===== config.mk =====
export PLATFORM = sky130hd
export DESIGN_NAME = round_robin_task_table_core
export DESIGN_NICKNAME = d
export VERILOG_FILES = /design/src/sv/rrt_pkg.sv /design/src/sv/rrt_front.sv /design/src/sv/rrt_back.sv /design/src/sv/round_robin_task_table_core.sv
export VERILOG_INCLUDE_DIRS = /design/src /design/src/sv
export SDC_FILE = /design/constraint.sdc
export NUM_CORES = 2
export LEC_CHECK = 0
export BUFFER_PORTS_ARGS = -buffer_cell sky130_fd_sc_hd__buf_2
export CAP_MARGIN = 20
export CORE_ASPECT_RATIO = 1.1
export CORE_MARGIN = 1
export CORE_UTILIZATION = 68
export CTS_CLUSTER_DIAMETER = 60
export DETAILED_ROUTE_END_ITERATION = 8
export GPL_TIMING_DRIVEN = 0
export PLACE_DENSITY = 0.83
export SLEW_MARGIN = 40
export SYNTH_ARGS = -nofsm -noshare
export SYNTH_HDL_FRONTEND = slang
export SYNTH_SLANG_ARGS = --single-unit

===== constraint.sdc =====
create_clock -name clk_i -period 12.5 [get_ports clk_i]
set_input_delay 0.625 -clock clk_i [delete_from_list [all_inputs] [get_ports clk_i]]
set_output_delay 0.625 -clock clk_i [all_outputs]
set_load 0.005 [all_outputs]

===== src/sv/round_robin_task_table_core_assert.svh =====
// assertion macros used by the task table back end (rrt_back)
`ifndef ROUND_ROBIN_TASK_TABLE_CORE_ASSERT_SVH
`define ROUND_ROBIN_TASK_TABLE_CORE_ASSERT_SVH

// same-cycle implication, clocked on clk_i, off during reset
`define RRT_AST_IMP(lbl, ante, cons, msg) \
  lbl: assert property (@(posedge clk_i) disable iff (!rst_ni) (ante) |-> (cons)) \
    else $error(msg);

// next-cycle implication
`define RRT_AST_NXT(lbl, ante, cons, msg) \
  lbl: assert property (@(posedge clk_i) disable iff (!rst_ni) (ante) |=> (cons)) \
    else $error(msg);

`endif


===== src/sv/rrt_pkg.sv =====
// ----------------------------------------------------------------------------
// rrt_pkg
// shared types and constants of the round-robin task table
// ----------------------------------------------------------------------------
package rrt_pkg;

  localparam int MaxTasks = 16;
  localparam int SlotW    = $clog2(MaxTasks);
  localparam int CntW     = SlotW + 1;
  localparam int PidW     = 16;
  localparam int CtxW     = 32;
  localparam int StW      = 2;
  localparam int ChW      = 3;
  localparam int ReqW     = 3;
  localparam int StatW    = 2;
  localparam int DataW    = 56;

  // request codes on tuser
  localparam logic [ReqW-1:0] REQ_SPAWN = 3'd0;
  localparam logic [ReqW-1:0] REQ_SCHED = 3'd1;
  localparam logic [ReqW-1:0] REQ_KILL  = 3'd2;
  localparam logic [ReqW-1:0] REQ_SET   = 3'd3;
  localparam logic [ReqW-1:0] REQ_WAKE  = 3'd4;

  // task states
  localparam logic [StW-1:0] ST_READY   = 2'd0;
  localparam logic [StW-1:0] ST_RUNNING = 2'd1;
  localparam logic [StW-1:0] ST_ZOMBIE  = 2'd2;

  // result status
  localparam logic [StatW-1:0] STAT_OK       = 2'd0;
  localparam logic [StatW-1:0] STAT_FULL     = 2'd1;
  localparam logic [StatW-1:0] STAT_CHILD    = 2'd2;
  localparam logic [StatW-1:0] STAT_NOTFOUND = 2'd3;

  // config register indexes
  localparam logic CFG_MAX_CHILDREN = 1'b0;
  localparam logic CFG_KERNEL_CTX   = 1'b1;

  typedef enum logic [2:0] {
    K_NONE,
    K_SPAWN,
    K_SCHED,
    K_KILL,
    K_SET,
    K_WAKE
  } kind_e;

  typedef struct packed {
    kind_e             kind;
    logic [PidW-1:0]   pid;
    logic              use_cur;
    logic [StW-1:0]    nstate;
    logic [CtxW-1:0]   ctx;
  } req_t;

endpackage


===== src/sv/rrt_front.sv =====
// ----------------------------------------------------------------------------
// rrt_front
// accepts request items, decodes the kind and queues them for the back end
// ----------------------------------------------------------------------------
module rrt_front (
  input  logic                     clk_i,
  input  logic                     rst_ni,
  input  logic                     s_axis_tvalid,
  output logic                     s_axis_tready,
  // target_pid, use_current, new_state, context_req, zero pad
  input  logic [rrt_pkg::DataW-1:0] s_axis_tdata,
  // req_type
  input  logic [rrt_pkg::ReqW-1:0]  s_axis_tuser,
  output logic                     req_valid_o,
  input  logic                     req_ready_i,
  output rrt_pkg::req_t            req_o
);
  import rrt_pkg::*;

  req_t       fifo_q [2];
  logic       wr_ptr_q, rd_ptr_q;
  logic [1:0] cnt_q;
  req_t       dec;
  logic       push, pop;

  always_comb begin
    case (s_axis_tuser)
      REQ_SPAWN: dec.kind = K_SPAWN;
      REQ_SCHED: dec.kind = K_SCHED;
      REQ_KILL:  dec.kind = K_KILL;
      REQ_SET:   dec.kind = K_SET;
      REQ_WAKE:  dec.kind = K_WAKE;
      default:   dec.kind = K_NONE;
    endcase
    dec.pid     = s_axis_tdata[15:0];
    dec.use_cur = s_axis_tdata[16];
    dec.nstate  = s_axis_tdata[18:17];
    dec.ctx     = s_axis_tdata[50:19];
  end

  assign s_axis_tready = (cnt_q != 2'd2);
  assign req_valid_o   = (cnt_q != 2'd0);
  assign req_o         = fifo_q[rd_ptr_q];
  assign push          = s_axis_tvalid && s_axis_tready;
  assign pop           = req_valid_o && req_ready_i;

  always_ff @(posedge clk_i or negedge rst_ni) begin
    if (!rst_ni) begin
      wr_ptr_q <= 1'b0;
      rd_ptr_q <= 1'b0;
      cnt_q    <= 2'd0;
    end else begin
      if (push) begin
        wr_ptr_q <= ~wr_ptr_q;
      end
      if (pop) begin
        rd_ptr_q <= ~rd_ptr_q;
      end
      if (push && !pop) begin
        cnt_q <= cnt_q + 2'd1;
      end else if (pop && !push) begin
        cnt_q <= cnt_q - 2'd1;
      end
    end
  end

  always_ff @(posedge clk_i) begin
    if (push) begin
      fifo_q[wr_ptr_q] <= dec;
    end
  end

endmodule


===== src/sv/rrt_back.sv =====
// ----------------------------------------------------------------------------
// rrt_back
// task table and sequencer: one slot is visited per cycle
// ----------------------------------------------------------------------------
`include "round_robin_task_table_core_assert.svh"

module rrt_back (
  input  logic                      clk_i,
  input  logic                      rst_ni,
  input  logic                      req_valid_i,
  output logic                      req_ready_o,
  input  rrt_pkg::req_t             req_i,
  input  logic                      cfg_we_i,
  input  logic                      cfg_idx_i,
  input  logic [rrt_pkg::CtxW-1:0]  cfg_data_i,
  output logic                      m_axis_tvalid,
  input  logic                      m_axis_tready,
  // status, result_pid, result_context, zero pad
  output logic [rrt_pkg::DataW-1:0] m_axis_tdata
);
  import rrt_pkg::*;

  localparam logic [2:0] S_IDLE  = 3'd0;
  localparam logic [2:0] S_CUR   = 3'd1;
  localparam logic [2:0] S_SPAWN = 3'd2;
  localparam logic [2:0] S_SCAN  = 3'd3;
  localparam logic [2:0] S_ZOMB  = 3'd4;
  localparam logic [2:0] S_FIN   = 3'd5;
  localparam logic [2:0] S_OUT   = 3'd6;

  // what a scan is looking for
  localparam logic [2:0] P_KILL_T = 3'd0;
  localparam logic [2:0] P_KILL_P = 3'd1;
  localparam logic [2:0] P_SET    = 3'd2;
  localparam logic [2:0] P_WAKE_T = 3'd3;
  localparam logic [2:0] P_WAKE_P = 3'd4;
  localparam logic [2:0] P_SCHED  = 3'd5;

  logic [PidW-1:0] pid_q   [MaxTasks];
  logic [PidW-1:0] par_q   [MaxTasks];
  logic [StW-1:0]  state_q [MaxTasks];
  logic [CtxW-1:0] ctx_q   [MaxTasks];
  logic [ChW-1:0]  child_q [MaxTasks];

  logic [CntW-1:0]  cnt_q, left_q;
  logic [SlotW-1:0] run_q, idx_q, tslot_q;
  logic [PidW-1:0]  pidc_q, key_q, cpid_q, rpid_q;
  logic [ChW-1:0]   maxch_q;
  logic [2:0]       st_q, purp_q;
  req_t             req_q;
  logic [StatW-1:0] status_q;
  logic [CtxW-1:0]  rctx_q;
  logic             out_valid_q;
  logic [DataW-1:0] out_data_q;

  logic [PidW-1:0]  rd_pid, rd_par;
  logic [StW-1:0]   rd_state;
  logic [CtxW-1:0]  rd_ctx;
  logic [ChW-1:0]   rd_child;
  logic             hit;
  logic [SlotW-1:0] idx_nx;

  assign rd_pid   = pid_q[idx_q];
  assign rd_par   = par_q[idx_q];
  assign rd_state = state_q[idx_q];
  assign rd_ctx   = ctx_q[idx_q];
  assign rd_child = child_q[idx_q];
  assign hit      = (purp_q == P_SCHED) ? (rd_state == ST_READY) : (rd_pid == key_q);
  // ring step over used slots
  assign idx_nx   = ((CntW'(idx_q) + CntW'(1)) == cnt_q) ? '0 : idx_q + SlotW'(1);

  assign req_ready_o   = (st_q == S_IDLE);
  assign m_axis_tvalid = out_valid_q;
  assign m_axis_tdata  = out_data_q;

  always_ff @(posedge clk_i or negedge rst_ni) begin
    if (!rst_ni) begin
      for (int i = 0; i < MaxTasks; i++) begin
        pid_q[i]   <= '0;
        par_q[i]   <= '0;
        state_q[i] <= ST_READY;
        ctx_q[i]   <= '0;
        child_q[i] <= '0;
      end
      cnt_q       <= CntW'(1);
      run_q       <= '0;
      pidc_q      <= PidW'(1);
      maxch_q     <= ChW'(4);
      st_q        <= S_IDLE;
      purp_q      <= P_SCHED;
      left_q      <= '0;
      idx_q       <= '0;
      tslot_q     <= '0;
      key_q       <= '0;
      cpid_q      <= '0;
      rpid_q      <= '0;
      rctx_q      <= '0;
      status_q    <= STAT_OK;
      req_q       <= '0;
      out_valid_q <= 1'b0;
      out_data_q  <= '0;
    end else begin
      // result taken and no new one loaded this cycle
      if (m_axis_tvalid && m_axis_tready && (st_q != S_OUT)) begin
        out_valid_q <= 1'b0;
      end
      if (cfg_we_i) begin
        if (cfg_idx_i == CFG_MAX_CHILDREN) begin
          maxch_q <= cfg_data_i[ChW-1:0];
        end else begin
          ctx_q[0] <= cfg_data_i;
        end
      end
      case (st_q)
        S_IDLE: begin
          if (req_valid_i) begin
            req_q    <= req_i;
            idx_q    <= run_q;
            rctx_q   <= '0;
            status_q <= STAT_OK;
            st_q     <= S_CUR;
          end
        end
        S_CUR: begin
          cpid_q <= rd_pid;
          rpid_q <= (req_q.kind == K_SPAWN) ? '0 : rd_pid;
          case (req_q.kind)
            K_SPAWN: begin
              if (cnt_q == CntW'(MaxTasks)) begin
                status_q <= STAT_FULL;
                st_q     <= S_OUT;
              end else if (rd_child >= maxch_q) begin
                // pid is used up all the same
                status_q <= STAT_CHILD;
                pidc_q   <= pidc_q + PidW'(1);
                st_q     <= S_OUT;
              end else begin
                child_q[idx_q] <= rd_child + ChW'(1);
                idx_q          <= cnt_q[SlotW-1:0];
                st_q           <= S_SPAWN;
              end
            end
            K_SCHED: begin
              ctx_q[idx_q] <= req_q.ctx;
              if (rd_state == ST_RUNNING) begin
                state_q[idx_q] <= ST_READY;
              end
              purp_q  <= P_SCHED;
              tslot_q <= idx_q;
              idx_q   <= idx_nx;
              left_q  <= cnt_q - CntW'(1);
              st_q    <= S_SCAN;
            end
            K_KILL: begin
              if (req_q.use_cur) begin
                // parent sought among the other slots, after the current one
                tslot_q <= idx_q;
                key_q   <= rd_par;
                idx_q   <= idx_nx;
                left_q  <= cnt_q - CntW'(1);
                purp_q  <= P_KILL_P;
              end else begin
                key_q  <= req_q.pid;
                idx_q  <= '0;
                left_q <= cnt_q;
                purp_q <= P_KILL_T;
              end
              st_q <= S_SCAN;
            end
            K_SET: begin
              key_q  <= req_q.use_cur ? rd_pid : req_q.pid;
              idx_q  <= '0;
              left_q <= cnt_q;
              purp_q <= P_SET;
              st_q   <= S_SCAN;
            end
            K_WAKE: begin
              key_q  <= req_q.use_cur ? rd_par : req_q.pid;
              purp_q <= req_q.use_cur ? P_WAKE_P : P_WAKE_T;
              idx_q  <= '0;
              left_q <= cnt_q;
              st_q   <= S_SCAN;
            end
            default: st_q <= S_OUT;
          endcase
        end
        S_SPAWN: begin
          pid_q[idx_q]   <= pidc_q;
          par_q[idx_q]   <= cpid_q;
          state_q[idx_q] <= ST_READY;
          ctx_q[idx_q]   <= req_q.ctx;
          child_q[idx_q] <= '0;
          cnt_q          <= cnt_q + CntW'(1);
          rpid_q         <= pidc_q;
          pidc_q         <= pidc_q + PidW'(1);
          st_q           <= S_OUT;
        end
        S_SCAN: begin
          if (left_q == '0) begin
            case (purp_q)
              P_KILL_P: st_q <= S_ZOMB;
              P_SCHED: begin
                // nothing ready: current task stays
                idx_q <= tslot_q;
                st_q  <= S_FIN;
              end
              default: begin
                status_q <= STAT_NOTFOUND;
                st_q     <= S_OUT;
              end
            endcase
          end else if (hit) begin
            case (purp_q)
              P_KILL_T: begin
                tslot_q <= idx_q;
                key_q   <= rd_par;
                idx_q   <= '0;
                left_q  <= cnt_q;
                purp_q  <= P_KILL_P;
              end
              P_KILL_P: begin
                state_q[idx_q] <= ST_READY;
                if (rd_child != '0) begin
                  child_q[idx_q] <= rd_child - ChW'(1);
                end
                st_q <= S_ZOMB;
              end
              P_SET: begin
                state_q[idx_q] <= req_q.nstate;
                st_q           <= S_OUT;
              end
              P_WAKE_T: begin
                key_q  <= rd_par;
                idx_q  <= '0;
                left_q <= cnt_q;
                purp_q <= P_WAKE_P;
              end
              P_WAKE_P: begin
                state_q[idx_q] <= ST_READY;
                st_q           <= S_OUT;
              end
              default: st_q <= S_FIN;
            endcase
          end else begin
            idx_q  <= idx_nx;
            left_q <= left_q - CntW'(1);
          end
        end
        S_ZOMB: begin
          state_q[tslot_q] <= ST_ZOMBIE;
          st_q             <= S_OUT;
        end
        S_FIN: begin
          state_q[idx_q] <= ST_RUNNING;
          run_q          <= idx_q;
          rpid_q         <= rd_pid;
          rctx_q         <= rd_ctx;
          st_q           <= S_OUT;
        end
        S_OUT: begin
          if (!out_valid_q || m_axis_tready) begin
            out_valid_q <= 1'b1;
            out_data_q  <= {6'b0, rctx_q, rpid_q, status_q};
            st_q        <= S_IDLE;
          end
        end
        default: st_q <= S_IDLE;
      endcase
    end
  end

  `RRT_AST_IMP(a_cnt_range, 1'b1, (cnt_q != '0) && (cnt_q <= CntW'(MaxTasks)), "task count out of range")
  `RRT_AST_IMP(a_run_used, 1'b1, CntW'(run_q) < cnt_q, "running slot beyond used slots")
  `RRT_AST_NXT(a_out_load, (st_q == S_OUT) && (!out_valid_q || m_axis_tready), m_axis_tvalid && (st_q == S_IDLE), "result not presented")

endmodule


===== src/sv/round_robin_task_table_core.sv =====
// steps: a refused spawn or an unknown request passes S_CUR and S_OUT, a spawn S_CUR,
//   S_SPAWN and S_OUT; kill or wake by pid takes two walks over the table
// throughput: one item at a time; schedule walks the ring of slots at most once
// reset (rst_ni low, asynchronous): only the kernel task in slot 0, pid 0, ready,
//   context 0; max_children 4; queue and result register empty
// ----------------------------------------------------------------------------
// round_robin_task_table_core
// round-robin task table with a request queue in front of a table sequencer
// ----------------------------------------------------------------------------
module round_robin_task_table_core (
  input  logic                      clk_i,
  input  logic                      rst_ni,
  // request item
  input  logic                      s_axis_tvalid,
  output logic                      s_axis_tready,
  // target_pid [15:0], use_current [16], new_state [18:17], context_req [50:19]
  input  logic [rrt_pkg::DataW-1:0] s_axis_tdata,
  // req_type [2:0]
  input  logic [rrt_pkg::ReqW-1:0]  s_axis_tuser,
  // result item
  output logic                      m_axis_tvalid,
  input  logic                      m_axis_tready,
  // status [1:0], result_pid [17:2], result_context [49:18]
  output logic [rrt_pkg::DataW-1:0] m_axis_tdata,
  // configuration writes: 0 max_children, 1 kernel_context
  input  logic                      cfg_we_i,
  input  logic                      cfg_idx_i,
  input  logic [rrt_pkg::CtxW-1:0]  cfg_data_i
);
  import rrt_pkg::*;

  // decoded item between front and back
  req_t req;
  logic req_valid, req_ready;

  // front: decodes item kind and holds up to two items
  rrt_front u_front (
    .clk_i         (clk_i),
    .rst_ni        (rst_ni),
    .s_axis_tvalid (s_axis_tvalid),
    .s_axis_tready (s_axis_tready),
    .s_axis_tdata  (s_axis_tdata),
    .s_axis_tuser  (s_axis_tuser),
    .req_valid_o   (req_valid),
    .req_ready_i   (req_ready),
    .req_o         (req)
  );

  // back: walks the ring of slots and owns the result register
  rrt_back u_back (
    .clk_i         (clk_i),
    .rst_ni        (rst_ni),
    .req_valid_i   (req_valid),
    .req_ready_o   (req_ready),
    .req_i         (req),
    .cfg_we_i      (cfg_we_i),
    .cfg_idx_i     (cfg_idx_i),
    .cfg_data_i    (cfg_data_i),
    .m_axis_tvalid (m_axis_tvalid),
    .m_axis_tready (m_axis_tready),
    .m_axis_tdata  (m_axis_tdata)
  );

endmodule


* Yosys cells after proc, flatten, opt, wreduce, memory -nomap -nowiden
Memory sizes are Yosys's and may differ from the RTL's. A register that Yosys moved wholly into a read port is not among the register bits.
Cells that the tools add are included.
** Word-level totals
- Register bits after elaboration :: 1288
- Bits in writable memories :: 108
- Input bits :: 97
- Output and inout bits :: 58
- Logic and storage cells :: 359
- Memories kept :: 1
** Cells by class
- $add $sub $neg :: 10
- $lt $le $gt $ge :: 5
- Eq/ne operators :: 58
- Multiplexer cells :: 120
- Bitwise gates (word level) :: 15
- Reduce and logical (&&, ||, !) cells :: 51
** Memory list
- u_front.fifo_q :: words 2, bits a word 54, read ports 1, clocked after memory_dff 1, wr ports 1, RTL line rrt_front.sv:20 : req_t fifo_q [2];
** Operators by type and width (count)
- $pmux W512 S2 :: 1
- $bwmux W256 :: 2
- $bwmux W512 :: 1
- $mux W512 :: 1
- $mux W48 :: 7
- $mux W32 :: 10
- $mux W16 :: 14
- $pmux W32 S5 :: 1
- $pmux W48 S3 :: 1
- $bmux W16 S4 :: 2
- $bmux W32 S4 :: 1
- $demux W32 S4 :: 1
- $pmux W32 S2 :: 2
- $bwmux W48 :: 2
- $pmux W16 S2 :: 3
- $demux W16 S4 :: 1
- $mux W4 :: 13
- $and A48 B48 Y48 :: 1
- $not A48 Y48 :: 1
- $pmux W16 S3 :: 1
- $mux W3 :: 12
- $and A16 B16 Y16 :: 2
- $and A32 B32 Y32 :: 1
- $bwmux W32 :: 1
- other kinds (69) :: 177

* Logic depth before layout (Yosys ltp)
- Depth in word-level cells :: 11
- Mapped depth :: 20
- Mapped depth without buffers :: 13

* Hierarchy
A second synthesis with hierarchy kept.
** Second synthesis, totals
- Cells, all modules :: 4533
- Area total of the unflattened synthesis :: 66351.1 sq um
** By module, submodules not included
- rrt_back :: times used 1, cells each 4340, area each 61976.9 sq um, sequential area each 33488.4 sq um
- rrt_front :: times used 1, cells each 193, area each 4374.2 sq um, sequential area each 3343.2 sq um

* Least setup slack after synthesis
Ideal clock, no wire load.
- Path kind :: flip-flop to flip-flop
- From :: register u_back.idx_q[1]
- To :: register u_back.child_q[36] (netlist bit)
- Library setup time :: 0.127 ns
- Arrival time :: 4.907 ns
- Data required time :: 12.373 ns
- Path slack :: 7.465 ns
- Stages on the path, launching flop included :: 21
- Buffers on the path :: 9
- Clock period less this slack :: 5.035 ns
- Cells stage by stage :: dfrtp_1 > buf_4 > buf_6 > buf_4 > buf_2 > clkbuf_1 > buf_2 > buf_1 > buf_1 > mux4_2 > mux4_2 > ha_1 > a21o_1 > a21oi_1 > a31oi_1 > nor2_1 > nand3_1 > o21ai_4 > buf_6 > nand2_2 > mux2_1
** On the way
- Word-level cells in the longest chain between the ends :: 11
- Elaborated cells on any way between the ends :: 38
- Those cells by class :: add/sub (2); order compare (3); eq/ne (4); mux (22); bitwise (3); reduce/logical (4)
** RTL lines
- start: declaration :: RTL line rrt_back.sv:46 : logic [SlotW-1:0] run_q, idx_q, tslot_q;
- start signal: assignment :: RTL line rrt_back.sv:118 : idx_q <= run_q;
- start signal: assignment :: RTL line rrt_back.sv:139 : idx_q <= cnt_q[SlotW-1:0];
- start signal: assignment :: RTL line rrt_back.sv:150 : idx_q <= idx_nx;
- $not A4 Y5 (implied by the code) (*)
- $bmux W3 S4, or another cell as far along :: RTL line rrt_back.sv:67 : assign rd_child = child_q[idx_q];
- $mux W3 (implied by the code) / $logic_and A1 B1 Y1 (equally long branches)
- $mux W3, on equally long branches
- $sub A3 B1 Y3 / $demux W3 S4 (equally long branches) :: RTL line rrt_back.sv:224, rrt_back.sv:138, rrt_back.sv:192
- $bwmux W48 :: RTL line rrt_back.sv:224 : child_q[idx_q] <= rd_child - ChW'(1);
- $mux W48 :: RTL line rrt_back.sv:223 : if (rd_child != '0) begin
- $mux W48 :: RTL line rrt_back.sv:213 : case (purp_q)
- $mux W48 :: RTL line rrt_back.sv:212 : end else if (hit) begin
- $mux W48 :: RTL line rrt_back.sv:199 : if (left_q == '0) begin
- $pmux W48 S3 :: RTL line rrt_back.sv:114 : case (st_q)
- end signal: indexed assignment :: RTL line rrt_back.sv:138 : child_q[idx_q] <= rd_child + ChW'(1);
- end signal: indexed assignment :: RTL line rrt_back.sv:224
- end: declaration :: RTL line rrt_back.sv:43 : logic [ChW-1:0] child_q [MaxTasks];
Every way passes the cells marked *; elsewhere a longest branch is shown, timed or not. The select of a mux whose other input is x is not followed.
A chain may end at the register's enable or synchronous reset.

* Worst setup path after layout
- From :: register u_back.idx_q[0]
- To :: register u_back.pidc_q[13]
** On the way
- Word-level cells in the longest chain between the ends :: 7
** RTL lines
- $not A4 Y5 (implied by the code) :: RTL line rrt_back.sv:67
- $bmux W3 S4 :: RTL line rrt_back.sv:67
- $mux W3 (implied by the code) (2 in series) :: RTL line rrt_back.sv:67
- $ge A3 B3 Y1 :: RTL line rrt_back.sv:132 : end else if (rd_child >= maxch_q) begin
- $ne A2 B1 Y1 (no source line)
- $reduce_and A4 Y1 (no source line)
- end signal: assignment :: RTL line rrt_back.sv:87 : pidc_q <= PidW'(1);
- end signal: assignment :: RTL line rrt_back.sv:135 : pidc_q <= pidc_q + PidW'(1);
- end signal: assignment :: RTL line rrt_back.sv:195 : pidc_q <= pidc_q + PidW'(1);
- end: declaration :: RTL line rrt_back.sv:47 : logic [PidW-1:0] pidc_q, key_q, cpid_q, rpid_q;
No other way between the ends. The select of a mux whose other input is x is not followed.

==> flow_summary.toml <==
[outcome]
outcome = "completed"

[floorplanning]
die_w_um = 299
die-area_um2 = 98000
initial_utilization_pct = 68.7
core_area_um2 = 95700
num_rows = 119
fp.dieH_um = 328
io_pins = 155

[global_route]
grt_usage_pct = 42.1
grt_overflow = 0
antenna_found_initial = 5
grt_max_degree = 110
grt_pass1_vias = 45300
grt_pass1_wl_um = 297000

[logic_synthesis]
synth_cells = 4576
synth_xor_xnor_area_share_pct = 0.666
ys_warn_count = 0
syn_avg_cell_area_um2 = 14.4
synthArstFlopShare_pct = 92.6
synth-compound-area-share_pct = 4.64
yosys.area_share.adder_pct = 0.304
yosys.area_share.simple_pct = 3.78
muxShareOfSynthArea_pct = 32.0
synth.distinct_cells = 78
synth_edf_count = 108
synth_top_family_by_area = "multiplexers"
seq_area_frac_synth_pct = 56.0
ys.flop_type = "dfrtp_1"
synth_area_um2 = 65800
ys_seq_elements = 1450

[drt]
wl_met3_um = 18400
ant_nets = 0
routed_wl_um = 201000
route.detailed.drc = 0
wl_met2_um = 95500
wl_per_cell_um = 32.0
top_layer = "met5"
first_pass_iters = 8
routed_via_density = 6.93
met1_length_um = 70800
vias = 43600
drt-initial-drc-count = 4854

[setup_path]
startpoint_type = "flop"
cp.required_ns = 13.12
end_kind = "flop"
critPathKind = "flop to flop"
cp.arrival_ns = 8.18
critPathMaxFanout = 10

[finish]
layout-drive-gt1-share_pct = 39.9
final_nets = 5006
syn2layout_area_growth_pct = 12.1
seqCellArea_um2 = 36800
multiInputGateArea_um2 = 27400
fill_cells = 5653
final_area_um2 = 73700

[clock_network]
h-tree-depth = 4
clock_tree.root_cell = "clkbuf_16"
insertion_delay_ns = 0.78
ctsResizeCount = 0
numCtsBuffers = 142
clock_sinks = 1450
cts_buffer_depth = 3
cts_tree = "yes"
clk_pin_slew_ns = 0.06

[timing]
drv_slew = 0
setup_viol = 0
rsz0062_at_grt = "false"
finalCritPeriodShare_pct = 60.5
timing.fmax_mhz = 132
fin_skew_ns = 0.0298
setup_ws_ns = 4.94
hold_violations = 0
post-route-min-period_ns = 7.56
slew_headroom_pct = 33.7
finalSetupTns_ns = 0
worst_pin_slew_ns = 0.995

[power]
ir_drop_mv = 0.189
leakage_nw = 33.9
finalPower_mw = 16.3
power_density_nw_per_um2 = 221

[hold_path]
hold_path.class = "input pin to flop"

[place]
dpl_worst_slack_ns = 4.87
hpwlAfterDp_um = 140000
gp_congestion = 1.01
numPortBuffers = 143
dpl_cell_area_um2 = 68800

[run]
cap_violations = 0
## registers in the layout, indices dropped and copies added (netlist names), 32 cells and up
signal / count
u_back.ctx_q: 512
u_back.par_q: 256
u_back.pid_q: 256
u_front.fifo_q: 108
u_back.req_q: 54
u_back.m_axis_tdata: 50
u_back.child_q: 48
u_back.rctx_q: 32
u_back.state_q: 32
## metal layers
metal / track usage, % / up-vias
li1: - / 17500
met1: 51.7 / 22700
met2: 66.2 / 2527
met3: 10.5 / 810
met4: 29.2 / 4
met5: 0 / -
## layout make-up
cell class / count / share of cell area, %
sequential: 1450 / 49.9
multi-input combinational: 2718 / 37.1
clock buffer: 211 / 5.71
buffer: 375 / 2.26
tap: 1270 / 2.15
timing repair buffer: 168 / 1.75
clock inverter: 52 / 0.874
inverter: 38 / 0.193
antenna: 3 / 0.0102
## synth_stat cells (all sizes together), types with 3 or more instances
cell     count  area, µm²
a2111oi      4       41.3
a21oi      129        646
a221oi      12        105
a22o        28        245
a22oi       16        139
a311oi       6       52.6
a31oi       14       87.6
a32oi        3       26.3
and2        16        100
and3         9       56.3
buf         97        515
clkbuf     278       1040
dfrtp     1337      33500
dfstp        5        131
edfxtp     108       3240
ha          16        200
inv         38        143
mux2      1124      12700
mux2i      149       1490
mux4       307       6910
nand2      248        956
nand2b      18        113
nand3       20        100
nand3b       3       22.5
nand4        9       56.3
nor2       177        674
nor2b       15       93.8
nor3        24        120
nor3b        5       37.5
nor4         4       25.0
o2111ai      3       26.3
o211ai      11       82.6
o21a         4       30.0
o21ai      189        961
o221ai       3       26.3
o22ai       47        294
o31ai        7       52.6
or2          4       25.0
or3          7       43.8
xnor2       36        315
xor2        14        123
## critical path, stage by stage, from the launching register on
cell and delay [ns]:
dfrtp_1 0.58, buf_2 0.42, buf_2 0.60, buf_2 0.59
buf_2 0.46, buf_2 0.51, buf_2 0.59, mux4_2 0.61
mux4_2 0.54, ha_1 0.31, a21o_1 0.11, a21oi_1 0.17
o31ai_2 0.55, nand4_1 0.52, nor2_1 0.46, nand4_1 0.17
xnor2_1 0.17
## final timing paths
check                                   from               endpoint  slack [ns]  cells after the start
setup / recovery             u_back.idx_q[0]      u_back.pidc_q[13]        4.94                     16
hold / removal              s_axis_tdata[30]  u_front.fifo_q[0][11]        0.04                      1
setup reg to reg             u_back.idx_q[0]      u_back.pidc_q[13]        4.94                     16
hold reg to reg            u_back.child_q[7]      u_back.child_q[7]        0.49                      1
max in group asynchronous             rst_ni       u_back.req_q[10]        9.95                      6
min in group asynchronous             rst_ni       u_back.par_q[33]        0.37                      2
## placed cells by master (no fill, tap or decap), types with 37 or more instances in the layout
master and count:
dfrtp_1 1337, mux2_2 1104, mux4_2 307, clkbuf_1 245
nand2_1 238, buf_2 195, o21ai_0 183, nor2_1 160
mux2i_1 149, clkbuf_16 147, a21oi_1 126, edfxtp_1 108
clkbuf_2 69, o22ai_1 47, inv_1 37
## metrics by stage
| step | hold WS (ns) | utilization, % | std cells |
|---|---|---|---|
| floorplan | 0.329 | - | 4581 |
| CTS | 0.00542 | 77.0 | 6282 |
| detailed placement | 0.475 | 71.9 | 6018 |
| finish | 0.0378 | 77.0 | 6285 |
| global placement | 0.460 | 71.1 | 5994 |
| global route | 0.0181 | 77.0 | 6284 |
## repair_timing
item | CTS | global route
hold buffers | 1 | 0
setup endpoints to repair | 0 | 0
buffers inserted | 0 | 0
endpoints found under the hold margin | 59 | 0
## power breakdown
| part | internal, mW | leakage, nW | total (mW) | switching, mW |
|---|---|---|---|---|
| Clock | 2.58 | 2.39 | 4.46 | 1.88 |
| Sequential | 5.87 | 19.1 | 6.63 | 0.761 |
| Combinational | 2.15 | 12.4 | 5.20 | 3.05 |
## cell families after synthesis
kind of cell,after synthesis
AO/OA/AOI/OAI,501
XOR/XNOR,50
adder cells (fa/ha/maj),16
buffers and inverters,413
flip-flops,1450
multiplexers,1580
other,1
AND/OR/NAND/NOR,565
No activity file was read; power rests on OpenSTA's default activity.
